$ cat src/design/phd_pkg.sv
package phd_pkg;

  localparam int MAX_POINTS = 1024;
  localparam int COORD_BITS = 10;

  localparam int FIELD_W   = 10;
  localparam int SQ_W      = 21;
  localparam int Q8_W      = 19;
  localparam int FRAC_BITS = 8;

  localparam int CNT_W  = $clog2(MAX_POINTS + 1);
  localparam int ADDR_W = (MAX_POINTS > 1) ? $clog2(MAX_POINTS) : 1;
  localparam int PT_W   = 2 * COORD_BITS;
  localparam int SQD_W  = 2 * COORD_BITS;
  localparam int DIST_W = 2 * COORD_BITS + 1;
  localparam int ROOT_W = (DIST_W + 2 * FRAC_BITS + 1) / 2;
  localparam int RAD_W  = 2 * ROOT_W;
  localparam int REM_W  = ROOT_W + 3;
  localparam int STEP_W = (ROOT_W > 1) ? $clog2(ROOT_W) : 1;

  typedef enum logic [1:0] {
    ACT_LOAD_A  = 2'd0,
    ACT_LOAD_B  = 2'd1,
    ACT_COMPUTE = 2'd2
  } action_t;

  typedef struct packed {
    action_t              action;
    logic [FIELD_W-1:0]   point_row;
    logic [FIELD_W-1:0]   point_col;
  } in_item_t;

  typedef struct packed {
    logic [SQ_W-1:0] squared_distance;
    logic [Q8_W-1:0] distance_q8;
    logic            empty_set;
    logic            overflow;
  } out_item_t;

  typedef enum logic [2:0] {
    ST_IDLE,
    ST_OUT_RD,
    ST_OUT_LAT,
    ST_IN_RUN,
    ST_IN_DRAIN,
    ST_SQ_LOAD,
    ST_SQRT,
    ST_REPORT
  } state_t;

  typedef struct packed {
    logic load;
    logic begin_run;
    logic outer_latch;
    logic inner_issue;
    logic finish_point;
    logic next_dir;
    logic sqrt_start;
    logic sqrt_step;
    logic report;
  } cmd_t;

  typedef struct packed {
    logic empty;
    logic last_outer;
    logic last_inner;
    logic pipe_busy;
    logic dir;
    logic sqrt_last;
  } stat_t;

endpackage

$ cat src/design/phd_ctrl.sv
module phd_ctrl (
  input  logic             clk,
  input  logic             rst,
  input  logic             start,
  input  phd_pkg::action_t action,
  input  phd_pkg::stat_t   stat,
  output phd_pkg::cmd_t    cmd,
  output logic             busy,
  output logic             done
);

  import phd_pkg::*;

  state_t state;
  state_t state_next;

  always_ff @(posedge clk) begin
    if (rst) begin
      state <= ST_IDLE;
    end else begin
      state <= state_next;
    end
  end

  always_comb begin
    state_next = state;
    case (state)
      ST_IDLE: begin
        if (start && action == ACT_COMPUTE) begin
          state_next = stat.empty ? ST_SQ_LOAD : ST_OUT_RD;
        end
      end
      ST_OUT_RD:  state_next = ST_OUT_LAT;
      ST_OUT_LAT: state_next = ST_IN_RUN;
      ST_IN_RUN: begin
        if (stat.last_inner) begin
          state_next = ST_IN_DRAIN;
        end
      end
      ST_IN_DRAIN: begin
        if (!stat.pipe_busy) begin
          if (stat.last_outer && stat.dir) begin
            state_next = ST_SQ_LOAD;
          end else begin
            state_next = ST_OUT_RD;
          end
        end
      end
      ST_SQ_LOAD: state_next = ST_SQRT;
      ST_SQRT: begin
        if (stat.sqrt_last) begin
          state_next = ST_REPORT;
        end
      end
      ST_REPORT: state_next = ST_IDLE;
      default:   state_next = ST_IDLE;
    endcase
  end

  always_comb begin
    cmd  = '0;
    busy = 1'b1;
    done = 1'b0;
    case (state)
      ST_IDLE: begin
        busy          = 1'b0;
        cmd.load      = start && (action inside {ACT_LOAD_A, ACT_LOAD_B});
        cmd.begin_run = start && action == ACT_COMPUTE;
      end
      ST_OUT_LAT:  cmd.outer_latch = 1'b1;
      ST_IN_RUN:   cmd.inner_issue = 1'b1;
      ST_IN_DRAIN: begin
        cmd.finish_point = !stat.pipe_busy;
        cmd.next_dir     = !stat.pipe_busy && stat.last_outer && !stat.dir;
      end
      ST_SQ_LOAD:  cmd.sqrt_start = 1'b1;
      ST_SQRT:     cmd.sqrt_step  = 1'b1;
      ST_REPORT: begin
        cmd.report = 1'b1;
        done       = 1'b1;
      end
      default: begin
        cmd = '0;
      end
    endcase
  end

endmodule

$ cat config.mk
export PLATFORM = sky130hd
export DESIGN_NAME = phd_ctrl
export DESIGN_NICKNAME = d
export VERILOG_FILES = /design/src/design/phd_pkg.sv /design/src/design/phd_ctrl.sv
export SDC_FILE = /design/constraint.sdc
export NUM_CORES = 1
export LEC_CHECK = 0
export BUFFER_PORTS_ARGS = -buffer_cell sky130_fd_sc_hd__buf_2
export CAP_MARGIN = 5
export CORE_AREA = 2 2 39 41
export DETAILED_ROUTE_END_ITERATION = 10
export DIE_AREA = 0 0 41 43
export SETUP_SLACK_MARGIN = 0.15
export SYNTH_ARGS = -nofsm -noshare
export SYNTH_HDL_FRONTEND = slang
export SYNTH_SLANG_ARGS = --single-unit
$ cat constraint.sdc
create_clock -name clk -period 1.3 [get_ports clk]
set_input_delay 0.13 -clock clk [delete_from_list [all_inputs] [get_ports clk]]
set_output_delay 0.13 -clock clk [all_outputs]
set_load 0.01 [all_outputs]
### Word level (Yosys, flattened, before mapping)

Index checks and enable logic that the tools add are counted.

* bits in registers: 3
* bits of input ports: 11
* output and inout bits: 11
* word-level logic and storage cells: 40

* equality and inequality tests: 13
* mux-type cells: 15
* reduce and logical (&&, ||, !) cells: 11

Operators with widths (number)
* 3-bit one-hot mux with 8 select lines: 1
* 3-bit 2-to-1 mux: 6
* 3-bit equality test (second input constant): 4
* 2-bit != test (second input constant): 4
* 3-bit by 2-bit equality test with 1-bit output (second input constant): 2
* 1-bit 2-to-1 mux: 6
* 1-bit logical AND: 5
* 2-bit 2-to-1 mux: 2
* 4-bit AND reduction: 1
* 3-bit by 1-bit equality test with 1-bit output (second input constant): 1
* 3-bit zero test: 1
* 2-bit by 1-bit equality test with 1-bit output (second input constant): 1
* 2-bit equality test (second input constant): 1
* 1-bit zero test: 2
* 2-bit zero test: 1
* 2-bit nonzero test: 1

### Depth between registers and ports, before layout

Gate-level depths: netlist (run 1).

* depth after elaboration: 4
* depth in mapped cells: 5
* mapped depth without buffers: 4

### Least setup slack after synthesis (run 1)

Ideal clock, no wire load.

* path kind: register to output
* from: register state[1]
* to: output cmd[8] in the netlist's numbering
* data arrival time: 1.195 ns
* required time: 1.170 ns
* path slack: -0.025 ns
* cell stages (with the launch flop): 4
* buffers on the path: 1
* path through: dfxtp_1 buf_2 or3_4 nor3b_1

RTL lines
* from (decl): RTL line phd_ctrl.sv:14 `state_t state;`
* from (signal assigned): RTL line phd_ctrl.sv:21 `state <= state_next;`
* to (decl): RTL line phd_ctrl.sv:7 `output phd_pkg::cmd_t cmd,`

==> flow_results.org, run 1 <==
** Placement
- The placed instances occupy a cell area of 419.2 um2.
- Final HPWL from detailed placement :: 600.8 um
- Placed cells :: 75
- Buffers placed on the I/O ports in this run total 21.
- Gp weighted congestion :: 0.8149

** Detailed routing
- The first TritonRoute pass finished after 4 iterations.
- Using the TritonRoute via totals, the vias-per-cell ratio works out to 4.595.
- The count of nets left with antenna violations once routing finished came out at 0.
- In the final routed layout, each cell accounts on average for 11.21 um.
- Post-route DRC violation count :: 0
- Drt total wl :: 942 um
- Number of vias in the routed layout :: 386
- After the first detailed-routing iteration, the DRC count stood at 7.

** GRT
- The initial antenna violation count came to 0.
- The number of global-route vias before repair is 357.
- Global routing consumed, over all layers together, 12.04% of the routing resources.
- Global-route wire length before repair :: 1.414 mm
- After global routing the overflow that remains totals 0.
- Entering global routing, the biggest net connects 8 pins.

** Synthesis
- After synthesis, the largest family of logic cells by area is simple AND/OR/NAND/NOR gates.
- Most instantiated flip-flop cell in the synthesis netlist :: dfxtp_1
- Ranked by instance count, the synthesized netlist is headed by 4 x nand2_1, 3 x dfxtp_1, 3 x nor2_1, 3 x nor3_1.
- A synthesized cell averages 7.406 um2.
- Adder and majority gate portion of the synthesized area :: 0%
- Post-Syn Nets :: 48
- Counting flops with a built-in enable in the synthesized netlist gives 0.
- The synthesized netlist devotes 18.26% of its cell area to compound gates.
- Cell Area, Synth :: 274.0 um2
- Synthesized-area fraction occupied by and/or/nand/nor cells :: 49.77%
- Synthesized-area fraction occupied by xor and xnor cells :: 0%
- Cell types with the largest area share after synthesis :: dfxtp_1 22%, and3b_1 6.4%, nor3_1 5.5%, buf_4 5.5%, nand2_1 5.5%
- Counting distinct cell types in the post-synthesis netlist gives 22.
- Among all cell types in the netlist, the one instantiated most often is nand2_1.
- Sequential area share after synthesis :: 21.92%
- Top cell type's share of synthesized area :: 21.92%
- Top cell type by total area after synthesis :: dfxtp_1
- Gate count of the mapped netlist :: 37
- Yosys printed 0 warnings.
- Post-synthesis mux area share :: 0%
- Flop and latch count out of synthesis :: 3
- Post-synthesis async set-or-reset flop share :: 0%

** Critical path
- Slowest-stage cell, CP :: or3_4
- Critical Path Source Type :: register
- Data on the critical path arrives at its endpoint at 1260 ps.
- Bufs and invs on worst path :: 1
- On the worst path, the slowest cell contributes a delay of 390 ps.
- Critical path required time :: 1170 ps
- Cells along the critical path :: or3_4, nor3b_2, buf_2
- Cell class contributing the biggest share of worst-path delay :: simple AND/OR/NAND/NOR gates
- Top fanout value on the critical path :: 4
- Path type of the worst setup path :: register to primary output
- Capturing element type of the critical path :: primary output

** Clock tree
- CTS placed an instance of clkbuf_4 at the clock tree root.
- In this run the number of H-tree levels came out at 1.
- Number of buffers between clock root and the deepest sink :: 2
- TritonCTS built the clock tree.
- The number of clock buffers added by TritonCTS is 3.
- Cts hold-fix bufs :: 0
- The clock reaches the later pin of the worst-skew pair after 240 ps.
- Counting every sink on the clock net gives 3.
- Post-CTS clock slew at the launch and capture registers of the worst setup and hold paths :: 40 ps

** Timing
- Minimum clock period after layout :: 1390 ps
- RSZ-0062 raised after global routing :: true
- Final number of hold-violating endpoints :: 0
- Static timing analysis puts the maximum clock frequency at 0.7194 GHz.
- For the pin with the worst max-slew slack, the measured transition is 239.9 ps.
- Setup TNS :: -170.0 ps
- The worst pin sits at a relative slew slack of 83.95%.
- Pins Over Slew Limit :: 0
- Between clock sinks in the finished design, the worst skew comes to 3.884 ps.
- Setup violation total in the final timing report :: 3
- After layout, the worst path uses 106.9% of the clock period.
- Once routing completed, OpenROAD measured the worst setup slack at -90.01 ps.

** Die
- Core ar. :: 1384 um2
- Die X-Extent :: 41 um
- The initialized floorplan defines 14 standard-cell rows.
- Floorplan die height :: 43 um
- I/O pin cnt :: 22
- The initial utilization of the core area, before any placement, comes to 19.80%.
- The die covers 1763 um2.

** Layout
- The finished cells cover 561.8 um2.
- The register with the most flip-flops in the layout has 3 of them.
- Utilization after layout :: 40.60%
- state holds more flip-flops than any other register.
- Compared with the post-synthesis result, the final layout area differs by 105.0%.
- Fraction of final layout cells sized beyond drive strength 1 :: 70.59%
- In the final layout, the registers with the most flip-flops are state: 3 flops.
- Final antenna diode count :: 0
- # nets final :: 80
- Finished Layout Cells :: 84

** Run status
- Violated checks :: negative setup slack
- The flow ran to the end, but the final reports show violations.

** Min path
- Path type of the worst min-delay path :: input pin to register

** Power and ir drop
- Standby leakage power :: 0.2904 nW
- The design draws 0.0005869 W.
- Cell Pwr Density :: 1045 nW/um2
- Maximum vdd drop :: 0.0003984 V

** Job
- The tool flagged a number of max-cap violations equal to 0.
## area by class of cell
type                            count  area [um2]
Multi-Input combinational cell     29       229.0
Inverter                            2       10.01
Sequential cell                     3       68.82
Fill cell                         145       822.0
Clock buffer                        4       26.28
Timing Repair Buffer               30       207.7
Tap cell                           16       20.02
## metrics by stage
| step | setup slack, ps | hold slack, ps |
|---|---|---|
| after floorplan | 93.45 | 199.1 |
| after global placement | 91.25 | 325.0 |
| after detailed placement | 97.16 | 324.3 |
| after CTS | -96.66 | 70.90 |
| after global routing | -172.2 | 82.27 |
| final | -90.01 | 73.48 |
## kinds of logic after synthesis
| kind of cell | count (synthesis) |
|---|---|
| simple gates | 22 |
| compound gates | 7 |
| buf+inv | 5 |
| flops | 3 |
## placed cells by master (no fill, tap or decap), types with 2 or more instances in the layout
cell / n
buf_2: 19
buf_6: 8
nand2_1: 4
clkbuf_4: 3
buf_4: 3
and3b_1: 2
nor2_1: 2
a31oi_1: 2
dfxtp_4: 2
## per-layer routing
metal | wire [um] | share of wire, % | vias to the layer above | GRT usage, %
li1 | - | - | 191 | -
met1 | 360 | 38 | 174 | 13.78
met2 | 504 | 54 | 19 | 18.44
met3 | 58 | 6.2 | 2 | 1.571
met4 | 19 | 2.0 | 0 | 10.00
met5 | 0 | 0 | - | 0
## power by group
| group | internal (W) | total [W] | switching, W |
|---|---|---|---|
| clock network | 0.000116 | 0.000171 | 0.0000558 |
| registers | 0.000110 | 0.000126 | 0.0000168 |
| logic | 0.000155 | 0.000289 | 0.000134 |
| total | 0.000380 | 0.000587 | 0.000207 |
## worst paths after layout
kind	startpoint	to	slack (ps)	cells past startpoint
max reg2reg	state[2]$_SDFFE_PP0P_	state[0]$_SDFFE_PP0P_	-30	7
min reg2reg	state[0]$_SDFFE_PP0P_	state[1]$_SDFFE_PP0P_	610	2
min	rst	state[0]$_SDFFE_PP0P_	70	2
max	state[2]$_SDFFE_PP0P_	cmd[8]	-90	3
## what timing repair did
item | CTS | global route
endpoints found under the setup margin | 14 | 13
gates cloned | 0 | 0
setup buffers | 4 | 1
pin swaps | 9 | 4
gates resized for setup | 14 | 9
Power figures use the tool's default switching activity.
==> inputs of run 2 (changes only) <==
--- a/config.mk
+++ b/config.mk
@@ -11,6 +11,7 @@
 export DETAILED_ROUTE_END_ITERATION = 10
 export DIE_AREA = 0 0 41 43
 export SETUP_SLACK_MARGIN = 0.15
+export SLEW_MARGIN = 20
 export SYNTH_ARGS = -nofsm -noshare
 export SYNTH_HDL_FRONTEND = slang
 export SYNTH_SLANG_ARGS = --single-unit
==> constraint.sdc (replaced) <==
create_clock -name clk -period 1.6 [get_ports clk]
set_input_delay 0.16 -clock clk [delete_from_list [all_inputs] [get_ports clk]]
set_output_delay 0.16 -clock clk [all_outputs]
set_load 0.01 [all_outputs]
==> run 2 against run 1 <==
Against the previous run:
- the flow now finishes without violations
- sequential share of layout area up 2.6 points
- register-to-register slack better by 280 ps
- routed wire length down 12%
- highest routed layer is now met3
==> flow_results.org, run 2 (synthesized netlist as in run 1, its figures left out) <==
** Timing
- Setup clock skew after layout :: 7.949 ps
- RSZ-0062 raised after global routing :: true
- Setup violation total in the final timing report :: 0
- In this run the tightest slew margin relative to its limit is 84.50%.
- The total count of max-transition violations in the final report came to 0.
- For this run, the top clock speed supported by timing is 0.7048 GHz.
- Ratio of final minimum period to clock period :: 88.68%
- Setup TNS :: 0 ps
- For the pin with the worst max-slew slack, the measured transition is 232.1 ps.
- The count of endpoints failing hold in the final timing report came to 0.
- Minimum clock period after layout :: 1419 ps

** Critical path
- Path type of the worst setup path :: register to primary output
- Among cell families on the critical path, the largest total delay comes from simple AND/OR/NAND/NOR gates.
- Top fanout value on the critical path :: 4
- Worst R2R Path Depth :: 6
- The slowest stage of the critical path belongs to the cell or3_4.
- STA classifies the critical path endpoint as a primary output.
- Worst setup slack for register-to-register paths :: 250 ps
- Cells along the critical path :: or3_4, nor3b_2, buf_2
- STA classifies the critical path startpoint as a register.
- The endpoint identified for the worst register-to-register timing path is state[2]$_SDFFE_PP0P_.
- STA puts the critical path data required time at 1440 ps.
- WP depth :: 3
- Critical path's largest stage delay :: 400 ps
- Data on the critical path arrives at its endpoint at 1260 ps.
- Bufs and invs on worst path :: 1
- Reg-to-reg startpoint :: state[1]$_SDFFE_PP0P_

** GRT
- In the global route stage, overall resource usage came out at 11.82%.
- Pin count of the biggest net entering global routing :: 11
- Global-route wire length before repair :: 1.373 mm
- Total congestion overflow after global routing :: 0
- The number of global-route vias before repair was 341.
- Initial antenna violation count :: 0

** Placement
- Final HPWL from detailed placement :: 564.3 um
- Buffers placed on the I/O ports in this run total 21.
- Placed cells :: 71
- Gp weighted congestion :: 0.7282

** Detailed routing
- Number of detailed-route iterations in the first pass :: 4
- Drt total wl :: 825 um
- Mean number of vias per cell :: 4.563
- Count of routing violations after the opening detailed-route iteration :: 2
- Count of nets left with antenna violations after detail routing :: 0
- Post-detailed-route wirelength per cell :: 10.31 um
- In the routed design, unresolved DRC markers number 0.
- The routed layout has 365 vias.

** Layout
- Leading cell type in the layout, fill and taps excluded :: buf_2
- Register containing the most flip-flops in the final layout :: state
- Finished Layout Cells :: 80
- # nets final :: 76
- Of the cells placed in the final design, the portion with a size suffix greater than 1 is 62.50%.
- The register with the most flip-flops in the layout has 3 of them.
- Final antenna diode count :: 0
- After filler insertion, the fill cell instance count of the layout stands at 151.
- Syn-to-layout area delta :: 69.41%
- Leaving out fill and tap cells, the most frequent cells in the layout are 21 x buf_2, 5 x buf_4, 4 x nand2_1.
- Registers with the most flip-flops :: state: 3 flops

** Die
- The core region is 1384 um2.
- Initial Util :: 19.80%
- Die X-Extent :: 41 um
- I/O pin cnt :: 22
- The die covers 1763 um2.
- Number of placement rows :: 14
- Floorplan die height :: 43 um

** Clock tree
- Cts bufs inserted :: 3
- Clock latency reported for the late side of the worst-skew pair :: 240 ps
- No sink is reached through more buffers than the 2 on the longest clock path.
- TritonCTS built the clock tree.
- Clock tree root driver cell :: clkbuf_4
- Post-CTS clock slew at the launch and capture registers of the worst setup and hold paths :: 40 ps
- CTS built an H-tree with a depth of 1.
- Counting every sink on the clock net gives 3.
- Cts hold-fix bufs :: 0

** Power and ir drop
- Standby leakage power :: 0.2593 nW
- Power spread over the standard cell area amounts to 903.1 nW/um2.
- IR analysis of the VDD net gives a maximum drop of 0.0002970 V.

** Job
- Number of maximum-capacitance violations :: 0

** Min path
- Path type of the worst min-delay path :: input pin to register
- HP Start :: rst
- The worst hold path was traced through 2 stages.
- For hold timing, the worst endpoint is state[2]$_SDFFE_PP0P_.

** Run status
- The run finished with clean final reports.
run 2: area by class of cell:
| type | instances | area (um2) | share of cell area, % |
|---|---|---|---|
| clock buffers | 4 | 26.28 | 5.660 |
| inverters | 2 | 7.507 | 1.617 |
| multi-input cells | 29 | 198.9 | 42.86 |
| flip-flops and latches | 3 | 68.82 | 14.82 |
| well taps | 16 | 20.02 | 4.313 |
| repair buffers | 26 | 142.6 | 30.73 |
run 2: power breakdown:
group          internal (W)  switching [W]
registers         0.0000888      0.0000163
logic             0.0000928      0.0000834
clock network     0.0000938      0.0000440
total              0.000275       0.000144
run 2: how the worst max path moves through the flow:
| stage | start | slack, ps | endpoint |
|---|---|---|---|
| 2_1_floorplan | state[1]$_SDFFE_PP0P_ | 250 | cmd[8] |
| 3_3_place_gp | state[2]$_SDFFE_PP0P_ | 310 | cmd[8] |
| 3_5_place_dp | state[2]$_SDFFE_PP0P_ | 290 | cmd[8] |
| 4_1_cts | state[1]$_SDFFE_PP0P_ | 150 | cmd[8] |
| 5_1_grt | state[1]$_SDFFE_PP0P_ | 120 | cmd[8] |
| 6_report | state[1]$_SDFFE_PP0P_ | 180 | cmd[8] |
run 2: worst reg2reg max path, stage by stage, from the launching register on:
cell and delay [ps]:
dfxtp_4 330, buf_4 150, buf_4 160, nor2_2 140, nand2_1 70, a21o_1 170
a211oi_1 230
run 2: stage by stage:
stage	utilization [%]	hold WS, ps	worst slack, ps	power, W	area (um2)
2_1_floorplan	-	229.1	245.1	0.0002054	274.0
3_3_place_gp	27.40	358.2	308.0	0.0002433	379.1
3_5_place_dp	27.40	356.0	287.0	0.0002459	379.1
4_1_cts	33.00	104.5	150.7	0.0004162	456.7
5_1_grt	33.54	126.8	123.5	0.0004494	464.2
6_report	33.54	115.0	181.2	0.0004192	464.2
run 2: per-layer routing:
layer	track usage (%)	vias to the layer above	part of all wire, %
met5	0	-	0
met4	10.00	0	0
met3	3.141	0	9.5
met2	15.94	19	50
met1	14.70	163	41
li1	-	183	-
run 2: what timing repair did:
action / 4_1_cts / 5_1_grt
setup endpoints to repair: 3 / 3
buffers inserted: 5 / 0
gates cloned: 0 / 0
pin swaps: 1 / 1
gates resized for setup: 6 / 2
==> inputs of run 3 (changes only) <==
--- a/config.mk
+++ b/config.mk
@@ -5,11 +5,13 @@
 export SDC_FILE = /design/constraint.sdc
 export NUM_CORES = 1
 export LEC_CHECK = 0
+export ABC_AREA = 1
 export BUFFER_PORTS_ARGS = -buffer_cell sky130_fd_sc_hd__buf_2
 export CAP_MARGIN = 5
 export CORE_AREA = 2 2 39 41
 export DETAILED_ROUTE_END_ITERATION = 10
 export DIE_AREA = 0 0 41 43
+export REMOVE_ABC_BUFFERS = 1
 export SETUP_SLACK_MARGIN = 0.15
 export SLEW_MARGIN = 20
 export SYNTH_ARGS = -nofsm -noshare
==> run 3 against run 2 <==
Against the previous run:
- total power up 83%
- non-clock buffer count down 2
- sequential power up 60%
- maximum frequency up 2.8%
==> flow_results.org, run 3 <==
** Layout
- Fraction of final layout cells sized beyond drive strength 1 :: 43.02%
- Syn-to-layout area delta :: 55.73%
- Register containing the most flip-flops in the final layout :: state
- Most frequent cells in the layout :: 21 x buf_2, 14 x nor2_1, 12 x nand2_1
- # nets final :: 98
- In the final layout, the registers with the most flip-flops are state: 3 flops.
- Final antenna diode count :: 0
- Finished Layout Cells :: 102
- Leading cell type in the layout, fill and taps excluded :: buf_2
- The register with the most flip-flops in the layout has 3 of them.

** Critical path
- Tracing the worst setup path back leads to its startpoint at state[0]$_SDFFE_PP0P_.
- The worst setup path is captured at a primary output.
- Worst setup slack for register-to-register paths :: 400 ps
- Measured in cells, the most critical reg-to-reg path has a length of 7.
- Slowest-stage cell, CP :: dfxtp_4
- STA classifies the critical path startpoint as a register.
- Critical path required time :: 1440 ps
- The critical path is of the register to primary output type.
- In this run the worst path has a maximum fanout of 6.
- The worst register-to-register path begins at state[0]$_SDFFE_PP0P_.
- Endpoint arrival time on the critical path :: 1220 ps
- Traced cell by cell, the critical path runs through nor2_4, buf_6, nand2_4, inv_1, nand2_1, nor2_1, buf_2.
- The largest single stage delay on the critical path is 350 ps.

** Synthesis
- Post-synthesis async set-or-reset flop share :: 0%
- nor2_1 is the most common cell in the netlist.
- Post-synth EDFFs :: 0
- For this run, the leading register cell type out of synthesis is dfxtp_1.
- A synthesized cell averages 5.276 um2.
- Gate count of the mapped netlist :: 60
- Cell Area, Synth :: 316.6 um2
- The share of synthesized area in the top cell type comes to 18.97%.
- Yosys mapped the design onto 12 distinct sky130hd cell types.
- Top cell type by total area after synthesis :: dfxtp_1
- During synthesis, Yosys emitted a total of 0 warnings.
- Top cell types by occurrence after synthesis :: 15 x nor2_1, 12 x nand2_1, 10 x inv_1, 5 x nor3_1, 4 x nor2_2
- In the post-synthesis netlist, the biggest area contributors are dfxtp_1 19%, nor2_1 18%, nand2_1 14%, inv_1 12%, nor2_2 7.9%.
- Sequential cells were found to cover 18.97% of the synthesized design area.
- In this run, synthesis produced a sequential element count of 3.

** Clock tree
- Number of buffers between clock root and the deepest sink :: 2
- Maximum level of the CTS H-tree :: 1
- The cell sitting at the root of the clock tree is a clkbuf_4.
- TritonCTS built the clock tree.
- Post-CTS clock slew at the launch and capture registers of the worst setup and hold paths :: 30 ps
- Cts hold-fix bufs :: 0
- Cts bufs inserted :: 3
- For the worst-skew pair, the clock arrives at the later sink with an insertion delay of 230 ps.
- The clock drives 3 sinks.

** Timing
- Final number of hold-violating endpoints :: 0
- The total count of max-transition violations in the final report came to 0.
- On the final layout, the worst clock skew is 0.6985 ps.
- RSZ-0062 raised after global routing :: true
- Setup TNS :: 0 ps
- Minimum clock period after layout :: 1381 ps
- Derived from the worst setup path, the maximum achievable clock frequency is 0.7242 GHz.
- For the pin with the worst max-slew slack, the measured transition is 204.2 ps.
- Ratio of final minimum period to clock period :: 86.30%
- Setup violation total in the final timing report :: 0
- The worst pin sits at a relative slew slack of 86.28%.

** Placement
- In this run the tool buffered the top-level ports with 21 buffer cells.
- Gp weighted congestion :: 0.7581
- After legalization and detailed placement, the total HPWL measured 658.7 um.
- Counting tap cells, the placed design contains a total of 95 instances.

** GRT
- Global-route wire length before repair :: 1.097 mm
- The initial antenna violation count was 0.
- Entering global routing, the biggest net connects 9 pins.
- Total congestion overflow after global routing :: 0
- Overall track demand over capacity in global routing :: 9.228%
- The number of global-route vias before repair came to 315.

** Detailed routing
- Mean number of vias per cell :: 4.157
- For this run, the detailed router's first-pass iteration total came to 5.
- Drt total wl :: 788 um
- Count of routing violations after the opening detailed-route iteration :: 15
- Post-route DRC violation count :: 0
- The detail route stage leaves a number of antenna-violating nets equal to 0.
- Number of vias in the routed layout :: 424
- Post-detailed-route wirelength per cell :: 7.725 um

** Die
- After floorplanning, the core was divided into 14 placement rows.
- For this configuration, the core starts out at a cell density of 22.88%.
- I/O pin cnt :: 22
- Die X-Extent :: 41 um
- Floorplan die height :: 43 um
- The total area inside the core boundary comes to 1384 um2.
- The die covers 1763 um2.

** Power and ir drop
- Post-route total power :: 0.0007689 W
- Power spread over the standard cell area amounts to 1560 nW/um2.
- Standby leakage power :: 0.2972 nW
- Maximum vdd drop :: 0.0006294 V

** Min path
- In this run the most critical hold path is launched from rst.
- Path type of the worst min-delay path :: input pin to register
- Count of cells along the worst hold path :: 4

** Job
- Number of maximum-capacitance violations :: 0

** Run status
- The run finished with clean final reports.
run 3: changes by cell type after synthesis, sizes merged, moves of 3 or more:
cell,before,now
inv,2,10
nand2,4,14
nand3,0,3
nor2,3,19
run 3: layout make-up:
class | instances | area, um2
fill | 172 | 890.9
timing repair buffer | 24 | 131.4
inverter | 10 | 37.54
clock buffer | 4 | 26.28
multi-input combinational | 45 | 211.5
sequential | 3 | 66.31
tap | 16 | 20.02
run 3: per-stage QoR:
stage | instance area [um2] | hold WS (ps) | utilization, % | setup slack, ps
2_1_floorplan | 301.5 | 327.1 | - | 342.9
3_3_place_gp | 426.7 | 427.4 | 30.83 | 364.1
3_5_place_dp | 426.7 | 428.0 | 30.83 | 351.4
4_1_cts | 457.9 | 181.4 | 33.09 | 171.6
5_1_grt | 493.0 | 204.4 | 35.62 | 136.2
6_report | 493.0 | 180.4 | 35.62 | 219.2
run 3: kinds of logic after synthesis:
logic type / share of synthesized area [%]
and+or+nand+nor: 58.10
DFF: 18.97
buffers and inverters: 16.60
AOI/OAI and AO/OA: 6.324
run 3: worst paths after layout:
check / to
max reg2reg: state[0]$_SDFFE_PP0P_
max: cmd[8]
min: state[1]$_SDFFE_PP0P_
min reg2reg: state[0]$_SDFFE_PP0P_
run 3: where the power goes:
group	leakage [nW]	total (W)	internal (W)	switching [W]
clock	0.0150	0.000128	0.0000932	0.0000350
combinational	0.256	0.000473	0.000209	0.000264
sequential	0.0261	0.000168	0.000116	0.0000511
run 3: metal layers:
metal / vias to the layer above / GRT usage (%) / part of all wire [%]
li1: 232 / - / -
met1: 175 / 9.936 / 45
met2: 17 / 13.44 / 49
met3: 0 / 3.141 / 5.8
met4: 0 / 8.000 / 0
met5: - / 0 / 0
run 3: critical path, delay by kind of cell, from the launching register on:
kind / cells / cell delay [ps]
flops: 1 / 350
buf+inv: 3 / 310
simple gates: 4 / 330
run 3: timing repair:
item	in CTS	in global routing
buffers inserted	0	3
gates resized for setup	1	6
pin swaps	0	1
endpoints found under the setup margin	1	3
